### src/rtl/core/c8ex_pkg.sv
// Package for the 8-bit execute block: item types, function codes,
// flag constants and small helper functions. Depends on nothing.
package c8ex_pkg;

    localparam int unsigned STACK_DEPTH = 256;

    localparam logic [7:0]  FLAG_N      = 8'h80;
    localparam logic [7:0]  FLAG_Z      = 8'h02;
    localparam logic [7:0]  FLAG_C      = 8'h01;
    localparam logic [7:0]  PHP_SET     = 8'h30;
    localparam logic [7:0]  PLP_MASK    = 8'hCF;
    localparam logic [7:0]  SP_RESET    = 8'hFD;
    localparam logic [15:0] LOW_BYTE    = 16'h00FF;

    typedef enum logic [3:0] {
        FN_JMP     = 4'd0,
        FN_JSR     = 4'd1,
        FN_LDA     = 4'd2,
        FN_LDX     = 4'd3,
        FN_LDY     = 4'd4,
        FN_LSR_A   = 4'd5,
        FN_LSR_MEM = 4'd6,
        FN_NOP     = 4'd7,
        FN_ORA     = 4'd8,
        FN_PHA     = 4'd9,
        FN_PHP     = 4'd10,
        FN_PLA     = 4'd11,
        FN_PLP     = 4'd12
    } t_func;

    typedef enum logic [1:0] {
        ST_RUN,
        ST_JSR_LO,
        ST_POP
    } t_state;

    typedef struct packed {
        logic [3:0]  func;
        logic [7:0]  operand_byte;
        logic [15:0] effective_address;
        logic [15:0] pc_in;
    } t_in_item;

    typedef struct packed {
        logic [15:0] pc_out;
        logic [7:0]  acc_out;
        logic [7:0]  x_out;
        logic [7:0]  y_out;
        logic [7:0]  status_out;
        logic [7:0]  sp_out;
        logic        mem_write_valid;
        logic [15:0] mem_write_addr;
        logic [7:0]  mem_write_data;
    } t_out_item;

    // One access to the stack RAM; the slot is already reduced below the depth.
    typedef struct packed {
        logic       en;
        logic       we;
        logic [7:0] slot;
        logic [7:0] wdata;
    } t_stk_req;

    // Update N and Z from a result byte.
    function automatic logic [7:0] set_nz(input logic [7:0] st, input logic [7:0] v);
        logic [7:0] s;
        s = st & ~(FLAG_N | FLAG_Z);
        if (v == 8'd0) s = s | FLAG_Z;
        if (v[7]) s = s | FLAG_N;
        return s;
    endfunction

    // Status after a right shift of v: C from old bit 0, Z from result, N cleared.
    function automatic logic [7:0] lsr_status(input logic [7:0] st, input logic [7:0] v);
        logic [7:0] s;
        s = st & ~(FLAG_N | FLAG_Z | FLAG_C);
        if (v[0]) s = s | FLAG_C;
        if (v[7:1] == 7'd0) s = s | FLAG_Z;
        return s;
    endfunction

    // Stack pointer reduced modulo the RAM depth by restoring subtraction.
    function automatic logic [7:0] stk_slot(input logic [7:0] sp, input int unsigned depth);
        logic [15:0] rem;
        logic [15:0] m;
        rem = {8'd0, sp};
        for (int k = 7; k >= 0; k--) begin
            m = 16'(depth) << k;
            if (rem >= m) rem = rem - m;
        end
        return rem[7:0];
    endfunction

endpackage

### src/rtl/core/c8ex_in_if.sv
// Input channel of the execute block: valid/ready handshake and one
// instruction item. Depends on c8ex_pkg.
interface c8ex_in_if;
    logic                valid;
    logic                ready;
    c8ex_pkg::t_in_item  data;

    modport source (output valid, output data, input ready);
    modport sink   (input valid, input data, output ready);
endinterface

### src/rtl/core/c8ex_out_if.sv
// Result channel of the execute block: valid/ready handshake and one
// result item. Depends on c8ex_pkg.
interface c8ex_out_if;
    logic                valid;
    logic                ready;
    c8ex_pkg::t_out_item data;

    modport source (output valid, output data, input ready);
    modport sink   (input valid, input data, output ready);
endinterface

### src/rtl/core/c8ex_stack_ram.sv
// Single-port stack RAM with registered read data.
// Depends on c8ex_pkg for the request type.
module c8ex_stack_ram #(
    parameter int unsigned STACK_DEPTH = c8ex_pkg::STACK_DEPTH
) (
    input  logic                i_clk,
    input  c8ex_pkg::t_stk_req  i_req,
    output logic [7:0]          o_rdata
);
    localparam int unsigned AW = (STACK_DEPTH > 1) ? $clog2(STACK_DEPTH) : 1;

    logic [7:0] mem [STACK_DEPTH];
    logic [7:0] r_rdata;

    always_ff @(posedge i_clk) begin
        if (i_req.en) begin
            if (i_req.we) begin
                mem[i_req.slot[AW-1:0]] <= i_req.wdata;
            end else begin
                r_rdata <= mem[i_req.slot[AW-1:0]];
            end
        end
    end

    assign o_rdata = r_rdata;
endmodule

### src/rtl/core/cpu8_execute_load_shift_stack_ops.sv
// Top level of the 8-bit execute block for the load, shift and stack subset.
// Depends on c8ex_pkg, c8ex_in_if, c8ex_out_if and c8ex_stack_ram.
//
// Usage: the addressing stage hands one instruction item per handshake on
// i_item (function code, operand byte, effective address, PC after operand
// fetch). The block returns exactly one result item per instruction on
// o_result: new PC, A, X, Y, status, stack pointer and the write-back request
// of a memory LSR. Accumulator, index, status and stack pointer live in flops;
// the stack page lives in a single-port RAM with registered read data.
// For most instructions the result is registered at the accept edge, and the
// next item can be taken as soon as the result register is free. JSR needs
// a second state, ST_JSR_LO, because its two return-address bytes need two
// writes through the single RAM port. PLA and PLP pass through ST_POP, because
// the popped byte arrives in the cycle after the read is issued; the result is
// registered once that byte is there.
// Reset (synchronous, active low) clears A, X, Y and status, sets the stack
// pointer to 0xFD and empties the result register. The RAM has no reset and
// needs no clearing pass. When the receiver holds o_result.ready low, the
// finished item waits in the result register and i_item.ready drops, so
// nothing is lost; the next item is taken in the same cycle the waiting
// result is taken.
module cpu8_execute_load_shift_stack_ops #(
    parameter int unsigned STACK_DEPTH = c8ex_pkg::STACK_DEPTH
) (
    input  logic         i_clk,
    input  logic         i_rst_n,
    c8ex_in_if.sink      i_item,
    c8ex_out_if.source   o_result
);

    // Architectural registers.
    logic [7:0]           r_acc, n_acc;
    logic [7:0]           r_x, n_x;
    logic [7:0]           r_y, n_y;
    logic [7:0]           r_status, n_status;
    logic [7:0]           r_sp, n_sp;

    // Sequencer and the values that carry over into ST_JSR_LO and ST_POP.
    c8ex_pkg::t_state     r_state, n_state;
    logic [7:0]           r_jsr_lo, n_jsr_lo;
    logic                 r_pop_plp, n_pop_plp;
    logic [15:0]          r_pop_pc, n_pop_pc;

    // Result register.
    c8ex_pkg::t_out_item  r_out, n_out;
    logic                 r_out_valid, n_out_valid;

    c8ex_pkg::t_stk_req   stk_req;
    logic [7:0]           stk_rdata;
    logic [7:0]           stk_sp;
    logic                 accept;
    logic                 out_free;
    logic                 load_out;
    logic [15:0]          pc_next;
    logic [15:0]          ret_addr;
    logic [7:0]           lsr_mem;

    // The result register is free when empty or being taken this cycle.
    assign out_free     = !r_out_valid || o_result.ready;
    assign i_item.ready = (r_state == c8ex_pkg::ST_RUN) && out_free;
    assign accept       = i_item.valid && i_item.ready;

    assign pc_next  = i_item.data.pc_in + 16'd1;
    assign ret_addr = i_item.data.pc_in - 16'd1;
    assign lsr_mem  = {1'b0, i_item.data.operand_byte[7:1]};

    c8ex_stack_ram #(
        .STACK_DEPTH (STACK_DEPTH)
    ) u_stack_ram (
        .i_clk   (i_clk),
        .i_req   (stk_req),
        .o_rdata (stk_rdata)
    );

    always_ff @(posedge i_clk) begin
        if (!i_rst_n) begin
            r_state     <= c8ex_pkg::ST_RUN;
            r_acc       <= 8'd0;
            r_x         <= 8'd0;
            r_y         <= 8'd0;
            r_status    <= 8'd0;
            r_sp        <= c8ex_pkg::SP_RESET;
            r_out_valid <= 1'b0;
        end else begin
            r_state     <= n_state;
            r_acc       <= n_acc;
            r_x         <= n_x;
            r_y         <= n_y;
            r_status    <= n_status;
            r_sp        <= n_sp;
            r_out_valid <= n_out_valid;
        end
    end

    always_ff @(posedge i_clk) begin
        r_jsr_lo  <= n_jsr_lo;
        r_pop_plp <= n_pop_plp;
        r_pop_pc  <= n_pop_pc;
        r_out     <= n_out;
    end

    always_comb begin
        n_state   = r_state;
        n_acc     = r_acc;
        n_x       = r_x;
        n_y       = r_y;
        n_status  = r_status;
        n_sp      = r_sp;
        n_jsr_lo  = r_jsr_lo;
        n_pop_plp = r_pop_plp;
        n_pop_pc  = r_pop_pc;
        n_out     = r_out;
        load_out  = 1'b0;
        stk_sp    = r_sp;

        stk_req.en    = 1'b0;
        stk_req.we    = 1'b0;
        stk_req.wdata = 8'd0;

        n_out.pc_out          = r_out.pc_out;
        n_out.mem_write_valid = r_out.mem_write_valid;
        n_out.mem_write_addr  = r_out.mem_write_addr;
        n_out.mem_write_data  = r_out.mem_write_data;

        case (r_state)
            c8ex_pkg::ST_RUN: begin
                if (accept) begin
                    load_out              = 1'b1;
                    n_out.pc_out          = i_item.data.pc_in;
                    n_out.mem_write_valid = 1'b0;
                    n_out.mem_write_addr  = 16'd0;
                    n_out.mem_write_data  = 8'd0;
                    case (i_item.data.func)
                        c8ex_pkg::FN_JMP: begin
                            n_out.pc_out = i_item.data.effective_address;
                        end
                        c8ex_pkg::FN_JSR: begin
                            // High byte now, low byte in the next cycle.
                            stk_req.en    = 1'b1;
                            stk_req.we    = 1'b1;
                            stk_req.wdata = ret_addr[15:8];
                            n_jsr_lo      = 8'(ret_addr & c8ex_pkg::LOW_BYTE);
                            n_sp          = r_sp - 8'd2;
                            n_state       = c8ex_pkg::ST_JSR_LO;
                            n_out.pc_out  = i_item.data.effective_address;
                        end
                        c8ex_pkg::FN_LDA: begin
                            n_acc    = i_item.data.operand_byte;
                            n_status = c8ex_pkg::set_nz(r_status, i_item.data.operand_byte);
                        end
                        c8ex_pkg::FN_LDX: begin
                            n_x      = i_item.data.operand_byte;
                            n_status = c8ex_pkg::set_nz(r_status, i_item.data.operand_byte);
                        end
                        c8ex_pkg::FN_LDY: begin
                            n_y      = i_item.data.operand_byte;
                            n_status = c8ex_pkg::set_nz(r_status, i_item.data.operand_byte);
                        end
                        c8ex_pkg::FN_LSR_A: begin
                            n_acc        = {1'b0, r_acc[7:1]};
                            n_status     = c8ex_pkg::lsr_status(r_status, r_acc);
                            n_out.pc_out = pc_next;
                        end
                        c8ex_pkg::FN_LSR_MEM: begin
                            n_status              = c8ex_pkg::lsr_status(r_status,
                                                        i_item.data.operand_byte);
                            n_out.mem_write_valid = 1'b1;
                            n_out.mem_write_addr  = i_item.data.effective_address;
                            n_out.mem_write_data  = lsr_mem;
                        end
                        c8ex_pkg::FN_NOP: begin
                            n_out.pc_out = pc_next;
                        end
                        c8ex_pkg::FN_ORA: begin
                            n_acc    = r_acc | i_item.data.operand_byte;
                            n_status = c8ex_pkg::set_nz(r_status,
                                           r_acc | i_item.data.operand_byte);
                        end
                        c8ex_pkg::FN_PHA: begin
                            stk_req.en    = 1'b1;
                            stk_req.we    = 1'b1;
                            stk_req.wdata = r_acc;
                            n_sp          = r_sp - 8'd1;
                            n_out.pc_out  = pc_next;
                        end
                        c8ex_pkg::FN_PHP: begin
                            stk_req.en    = 1'b1;
                            stk_req.we    = 1'b1;
                            stk_req.wdata = r_status | c8ex_pkg::PHP_SET;
                            n_sp          = r_sp - 8'd1;
                            n_out.pc_out  = pc_next;
                        end
                        c8ex_pkg::FN_PLA, c8ex_pkg::FN_PLP: begin
                            // Issue the read now; registers and result follow
                            // when the byte comes back.
                            stk_sp    = r_sp + 8'd1;
                            stk_req.en = 1'b1;
                            n_sp      = r_sp + 8'd1;
                            n_pop_plp = (i_item.data.func == c8ex_pkg::FN_PLP);
                            n_pop_pc  = pc_next;
                            n_state   = c8ex_pkg::ST_POP;
                            load_out  = 1'b0;
                        end
                        default: begin
                            // Unused codes leave the registers unchanged; a result item is still returned.
                        end
                    endcase
                end
            end
            c8ex_pkg::ST_JSR_LO: begin
                // The stack pointer has already dropped by two; the low byte
                // goes one above it.
                stk_sp        = r_sp + 8'd1;
                stk_req.en    = 1'b1;
                stk_req.we    = 1'b1;
                stk_req.wdata = r_jsr_lo;
                n_state       = c8ex_pkg::ST_RUN;
            end
            c8ex_pkg::ST_POP: begin
                // The result register was left empty at the pop's accept.
                load_out              = 1'b1;
                n_out.pc_out          = r_pop_pc;
                n_out.mem_write_valid = 1'b0;
                n_out.mem_write_addr  = 16'd0;
                n_out.mem_write_data  = 8'd0;
                if (r_pop_plp) begin
                    n_status = stk_rdata & c8ex_pkg::PLP_MASK;
                end else begin
                    n_acc    = stk_rdata;
                    n_status = c8ex_pkg::set_nz(r_status, stk_rdata);
                end
                n_state = c8ex_pkg::ST_RUN;
            end
            default: begin
                n_state = c8ex_pkg::ST_RUN;
            end
        endcase

        stk_req.slot = c8ex_pkg::stk_slot(stk_sp, STACK_DEPTH);

        n_out.acc_out    = load_out ? n_acc    : r_out.acc_out;
        n_out.x_out      = load_out ? n_x      : r_out.x_out;
        n_out.y_out      = load_out ? n_y      : r_out.y_out;
        n_out.status_out = load_out ? n_status : r_out.status_out;
        n_out.sp_out     = load_out ? n_sp     : r_out.sp_out;

        if (load_out) begin
            n_out_valid = 1'b1;
        end else if (o_result.ready) begin
            n_out_valid = 1'b0;
        end else begin
            n_out_valid = r_out_valid;
        end
    end

    assign o_result.valid = r_out_valid;
    assign o_result.data  = r_out;

endmodule
### src/flat_wrapper.sv
// flat-port wrapper written by rule: the top's interface ports become plain ports
module cpu8_execute_load_shift_stack_ops_flat 
#(
    parameter int unsigned STACK_DEPTH = c8ex_pkg::STACK_DEPTH
)
  (i_clk, i_rst_n, i_item_valid, i_item_data, i_item_ready, o_result_valid, o_result_data, o_result_ready);
  c8ex_in_if i_item_i ();
  c8ex_out_if o_result_i ();
  input  logic i_clk;
  input  logic i_rst_n;
  input wire logic [$bits(i_item_i.valid)-1:0] i_item_valid;
  input wire logic [$bits(i_item_i.data)-1:0] i_item_data;
  output wire logic [$bits(i_item_i.ready)-1:0] i_item_ready;
  output wire logic [$bits(o_result_i.valid)-1:0] o_result_valid;
  output wire logic [$bits(o_result_i.data)-1:0] o_result_data;
  input wire logic [$bits(o_result_i.ready)-1:0] o_result_ready;
  assign i_item_i.valid = i_item_valid;
  assign i_item_i.data = i_item_data;
  assign i_item_ready = i_item_i.ready;
  assign o_result_valid = o_result_i.valid;
  assign o_result_data = o_result_i.data;
  assign o_result_i.ready = o_result_ready;
  cpu8_execute_load_shift_stack_ops #(.STACK_DEPTH(STACK_DEPTH)) u_core (.i_clk(i_clk), .i_rst_n(i_rst_n), .i_item(i_item_i), .o_result(o_result_i));
endmodule
### config.mk
export PLATFORM = sky130hd
export DESIGN_NAME = cpu8_execute_load_shift_stack_ops_flat
export DESIGN_NICKNAME = d
export VERILOG_FILES = /design/src/rtl/core/c8ex_pkg.sv /design/src/rtl/core/c8ex_in_if.sv /design/src/rtl/core/c8ex_out_if.sv /design/src/rtl/core/c8ex_stack_ram.sv /design/src/rtl/core/cpu8_execute_load_shift_stack_ops.sv /design/src/flat_wrapper.sv
export SDC_FILE = /design/constraint.sdc
export NUM_CORES = 2
export LEC_CHECK = 0
export BUFFER_PORTS_ARGS = -buffer_cell sky130_fd_sc_hd__buf_2
export CORE_MARGIN = 2
export CORE_UTILIZATION = 40
export DETAILED_ROUTE_END_ITERATION = 6
export PLACE_DENSITY_LB_ADDON = 0.08
export SYNTH_ARGS = -nofsm -noshare
export SYNTH_HDL_FRONTEND = slang
export SYNTH_SLANG_ARGS = --single-unit
export TNS_END_PERCENT = 100
### constraint.sdc
create_clock -name i_clk -period 7.2 [get_ports i_clk]
set_clock_uncertainty 0.15 [all_clocks]
set_input_delay 0 -clock i_clk [delete_from_list [all_inputs] [get_ports i_clk]]
set_output_delay 0 -clock i_clk [all_outputs]
set_load 0.02 [all_outputs]
-- Word-level counts from Yosys, hierarchy flattened
Memory sizes are Yosys's and may differ from the RTL's. A register that Yosys moved wholly into a read port is not among the register bits.
Index checks and enable logic that the tools add are counted.
- $add $sub $neg: 5
- equal/unequal tests: 15
- mux-type cells: 52
- bitwise gates (word level): 2
- reduce and logical (&&, ||, !) cells: 27
- operators with widths (cell ; count):
    8-bit 2-to-1 mux ; 18
    8-bit one-hot mux with 3 select lines ; 3
    16-bit one-hot mux with 2 select lines ; 2
    8-bit one-hot mux with 2 select lines ; 4
    25-bit 2-to-1 mux ; 2
    25-bit one-hot mux with 2 select lines ; 1
    8-bit one-hot mux with 4 select lines ; 1
    8-bit logical NOT ; 3
    4-bit equality test (second input constant) ; 5
    16-bit by 1-bit adder with 16-bit output (second input constant) ; 1
    4-bit by 3-bit equality test with 1-bit output (second input constant) ; 4
    16-bit 2-to-1 mux ; 1
    16-bit by 1-bit subtractor with 16-bit output (second input constant) ; 1
    7-bit logical NOT ; 2
    2-bit 2-to-1 mux ; 6
    1-bit 2-to-1 mux ; 11
    8-bit by 1-bit adder with 8-bit output (second input constant) ; 1
    4-bit by 2-bit equality test with 1-bit output (second input constant) ; 2
    8-bit OR ; 1
    2-bit one-hot mux with 2 select lines ; 2
    2-bit AND reduction ; 4
    8-bit by 1-bit subtractor with 8-bit output (second input constant) ; 1
    8-bit by 2-bit subtractor with 8-bit output (second input constant) ; 1
    3-bit AND reduction ; 2
    16 further kinds ; 22
- bits in registers: 149
- memory bits (writable): 2048
- output and inout bits: 83
- logic and storage cells: 121
- memories: 1
- memories (memory ; depth ; width ; rd ports ; clocked after memory_dff ; write ports ; RTL line ; source):
    u_core.u_stack_ram.mem ; 256 ; 8 ; 1 ; 1 ; 1 ; c8ex_stack_ram.sv:12 ; logic [7:0] mem [STACK_DEPTH];

-- Logic depth before layout (Yosys ltp)
- depth in word-level cells: 9
- gate-level depth with buffers: 23
- mapped depth without buffers: 15

-- Modules after synthesis
From an unflattened synthesis, not the netlist that was laid out.
- cell total of the unflattened synthesis: 4266
- area, all modules: 86155.1 um^2
- by module, submodules not included (module ; instances ; cells an instance ; area each (um^2) ; sequential area each (um^2)):
    c8ex_stack_ram ; 1 ; 3526 ; 78376.4 ; 61739.2
    cpu8_execute_load_shift_stack_ops ; 1 ; 740 ; 7778.7 ; 4013.8

-- Worst setup path after synthesis
Ideal clock, no wire load.
- kind: in2reg
- start: input i_item_data[11]
- end: memory u_core.u_stack_ram.mem[0][7], data pin
- library setup time: 0.864 ns
- data arrival time: 4.693 ns
- data required time: 6.186 ns
- slack: 1.493 ns
- stages: 7
- path buffers: 1
- path through: clkbuf_1 > or4_1 > or4_1 > nor2_1 > xnor2_1 > o22ai_1 > a22o_1
- RTL lines (what ; RTL line ; source):
    start: declaration ; flat_wrapper.sv:12 ; input wire logic [$bits(i_item_i.data)-1:0] i_item_data;
    end: declaration ; c8ex_stack_ram.sv:12 ;

-- Worst setup path in the final report
- start: register u_core.r_sp[0]
- end: register u_core.u_stack_ram.r_rdata[5], in the netlist u_core.u_stack_ram.o_rdata[5] (read register of u_core.u_stack_ram.mem), data pin
- longest elaborated chain between the ends: 4
- RTL lines (what ; RTL line ; source):
    start: declaration ; cpu8_execute_load_shift_stack_ops.sv:36 ; logic [7:0] r_sp, n_sp;
    start signal: assignment ; cpu8_execute_load_shift_stack_ops.sv:82 ; r_sp <= c8ex_pkg::SP_RESET;
    start signal: assignment ; cpu8_execute_load_shift_stack_ops.sv:90 ; r_sp <= n_sp;
    8-bit by 1-bit adder with 8-bit output ; cpu8_execute_load_shift_stack_ops.sv:196, cpu8_execute_load_shift_stack_ops.sv:213 ;
    8-bit 2-to-1 mux ; cpu8_execute_load_shift_stack_ops.sv:133 ; case (i_item.data.func)
    8-bit 2-to-1 mux ; cpu8_execute_load_shift_stack_ops.sv:127 ; if (accept) begin
    8-bit one-hot mux with 2 select lines * ; cpu8_execute_load_shift_stack_ops.sv:125 ; case (r_state)
    end: declaration ; c8ex_stack_ram.sv:13 ; logic [7:0] r_rdata;
Every way passes the cells marked *; elsewhere a longest branch is shown, timed or not.
A chain may end at the register's enable or synchronous reset.

==> metrics <==
Finish-stage setup viols=0; EDFF count, synth=2161; TritonCTS sink count=2204; GPL Wtd Cong=0.877; antenna violations before repair=21; GRT overflow=0; wire per inst=31.8 um; max reg flops=2048; Die Ht=480 um; XOR/XNOR share of the synthesized area=0.271%; WL final=338 mm; Fmax=164 MHz; worst relative slew slack=9.77%; DR DRC count=0; status=complete, no violations; most used flip-flop cell after synthesis=edfxtp_1; Die Wd=480 um; Core Area=225000 sq um; post-synthesis cell type count=87; Worst EP required=7.63 ns; pwr/cell area=277 nW/um^2; Synth Area in Compound Gates=7.97%; end of the worst hold path=u_core.r_jsr_lo[5]$_DFFE_PP_; hold_sp=i_item_data[5]; Final Hold Fails=0; RSZ-0062 raised after global routing=no; main area contributors after synthesis=edfxtp_1 (72%), nand2_1 (6.6%), nand3_1 (4.2%); combinational power share=12.1%; Starting Density=40.3%; simple-gate share of the synthesized area=15.4%; register area share after synthesis=72.6%; post-CTS setup buffer count=0; Total GRT Usage=28.7%; Post-DP HPWL=202 mm; global-route wire length before repair=474 mm; die footprint=230000 sq um; layout cell share with drive strength beyond 1=12.3%; post-route setup slack=1.11 ns; final instance area=105000 sq um; Tightest Hold Check Type=in -> reg; Clock Tree Buf Depth=3; I/O Pins=131; H-tree Lvls=4; Leak=36.1 nW; most common library cells after synthesis=edfxtp_1 (2161), nand2_1 (1588), nand3_1 (764), nor2_1 (364), clkbuf_1 (234); largest area contributor in the netlist=edfxtp_1; DRT iter0 DRCs=8210; mux cell area share after synthesis=1.03%; post-synthesis adder-cell area fraction=0.110%; switching power=7.80 mW; #FFs+latches synth=2204; post-DR vias/cell=5.98; cell area after synthesis=90600 sq um; TritonCTS Buffers=233; Min-Delay Path Depth=3; switch share=26.8%; Setup CP Type=reg -> reg; TritonRoute pass-1 iters=7; Mapped Avg Cell Area=12.8 sq um; VDD IR-drop max=0.212 mV; Worst R2R Path Depth=13; Crit. Startpoint=u_core.r_sp[0]$_SDFF_PN1_; P_int=21.3 mW; setup slack at placement=1.02 ns; CTS root buf=clkbuf_16; Data arrival, critical path=6.51 ns; port buffer count=129; post-route ant nets=0; Worst Tran Pin Value=1.34 ns; CP startpoint kind=flop; synthesized netlist cell count=7059; Syn Nets=7115; post-layout net count=7467; Resized Gates After CTS=0; CTS tree=done; Worst-path clk slew=0.06 ns; period utilization=84.5%; r2r setup slk=1.11 ns; vias=63500; max-slew violations=0; final core occ=46.6%; max_cap viols=0; Worst R2R End=u_core.u_stack_ram.o_rdata[5]$_DFFE_PP_; final period demand of the worst path=6.09 ns; Post-DP Area=96500 sq um; total negative setup slack=0 ns; main combinational cell family by area after synthesis=simple AND/OR/NAND/NOR gates; CP Max Fanout=109; crit end category=flop; row count=174; largest net degree at the start of global routing=188; top cell type's share of synthesized area=71.6%; vias in the first global route=60200; Ys Warns=0; most common cell in the netlist=edfxtp_1; Worst-Skew Late Latency=0.90 ns; Worst R2R Start=u_core.r_sp[0]$_SDFF_PN1_; CTS Hold Buffers Added=129; clock power share=39.8%; area added between synthesis and finish=15.8%; FFs w/ async S/R, synth=0%; Seq pwr share=48.2%
[layout make-up]
type                       instances  area [sq um]
fill                           20300        120000
sequential                      2204         65800
multi-input combinational       4298         22700
clock buffer                     313          6340
timing repair buffer             649          5420
tap                             2992          3740
clock inverter                   125           876
inverter                          25          98.8
antenna                            4          10.0
[critical path: stages, from the launching register on]
cell and delay [ns]:
dfxtp_1 0.65, inv_1 0.18, ha_1 0.32, nor3b_1 0.18, a32oi_4 0.35, nand2_4 0.41, buf_12 0.41, a2111oi_0 0.56
a211oi_1 0.11, a311oi_1 0.61, or3_1 0.34, o31ai_1 0.13, nor3_1 0.99, nand4b_1 0.19
[power groups by stage]
stage / Clock (mW) / Combinational, mW / Sequential (mW)
6_report: 11.6 / 3.51 / 14.0
5_1_grt: 12.2 / 3.67 / 14.0
4_1_cts: 11.7 / 3.46 / 14.0
3_5_place_dp: 0 / 3.40 / 14.3
3_3_place_gp: 0 / 3.40 / 14.3
2_1_floorplan: 0 / 1.80 / 14.3
[routing by layer]
layer	GRT usage, %	vias up	wire [um]
li1	-	27200	-
met1	40.3	32500	142000
met2	44.4	3169	152000
met3	5.06	599	28300
met4	11.4	8	14700
met5	0	-	48
[kinds of logic (layout without fill, tap and decap cells)]
kind of cell    count (synthesis)  after routing
simple gates                 3150           3150
other cells                     1              5
flops                        2204           2204
compound gates               1021           1021
mux                            90             90
buf+inv                       557           1112
fa+ha+maj                       8              8
xor+xnor                       28             28
[layout by cell type, fill, tap and decap left out, drive strengths merged, types with 43 or more instances in the layout]
cell type    instances
nor2               366
o21ai              112
a211oi             153
clkbuf             314
dfxtp               43
and2                59
a21oi              226
edfxtp            2161
mux2i               65
nand2             1589
dlygate4sd3        129
nor3                60
nand3              764
buf                519
a2111oi             65
a31oi              103
clkinv             108
a311oi             111
and3               171
[stage by stage]
stage	total power, mW	hold slack, ns	cells
after floorplan	16.1	0.0482	7059
after global placement	17.7	0.148	10000
after detailed placement	17.7	0.151	10000
after CTS	29.2	0.00326	10600
after global routing	29.9	0.0159	10600
final	29.1	0.0427	10600
[worst max path at each step]
| stage | to | slack [ns] | cells after the start |
|---|---|---|---|
| detailed placement | u_core.u_stack_ram.o_rdata[5]$_DFFE_PP_ | 1.02 | 16 |
| floorplan | u_core.u_stack_ram.mem[0][7]$_DFFE_PP_ | 1.49 | 7 |
| global route | u_core.u_stack_ram.o_rdata[4]$_DFFE_PP_ | 1.05 | 13 |
| global placement | u_core.u_stack_ram.o_rdata[5]$_DFFE_PP_ | 1.10 | 16 |
| CTS | u_core.u_stack_ram.o_rdata[3]$_DFFE_PP_ | 1.32 | 10 |
| finish | u_core.u_stack_ram.o_rdata[5]$_DFFE_PP_ | 1.11 | 13 |
Power figures use the tool's default switching activity.
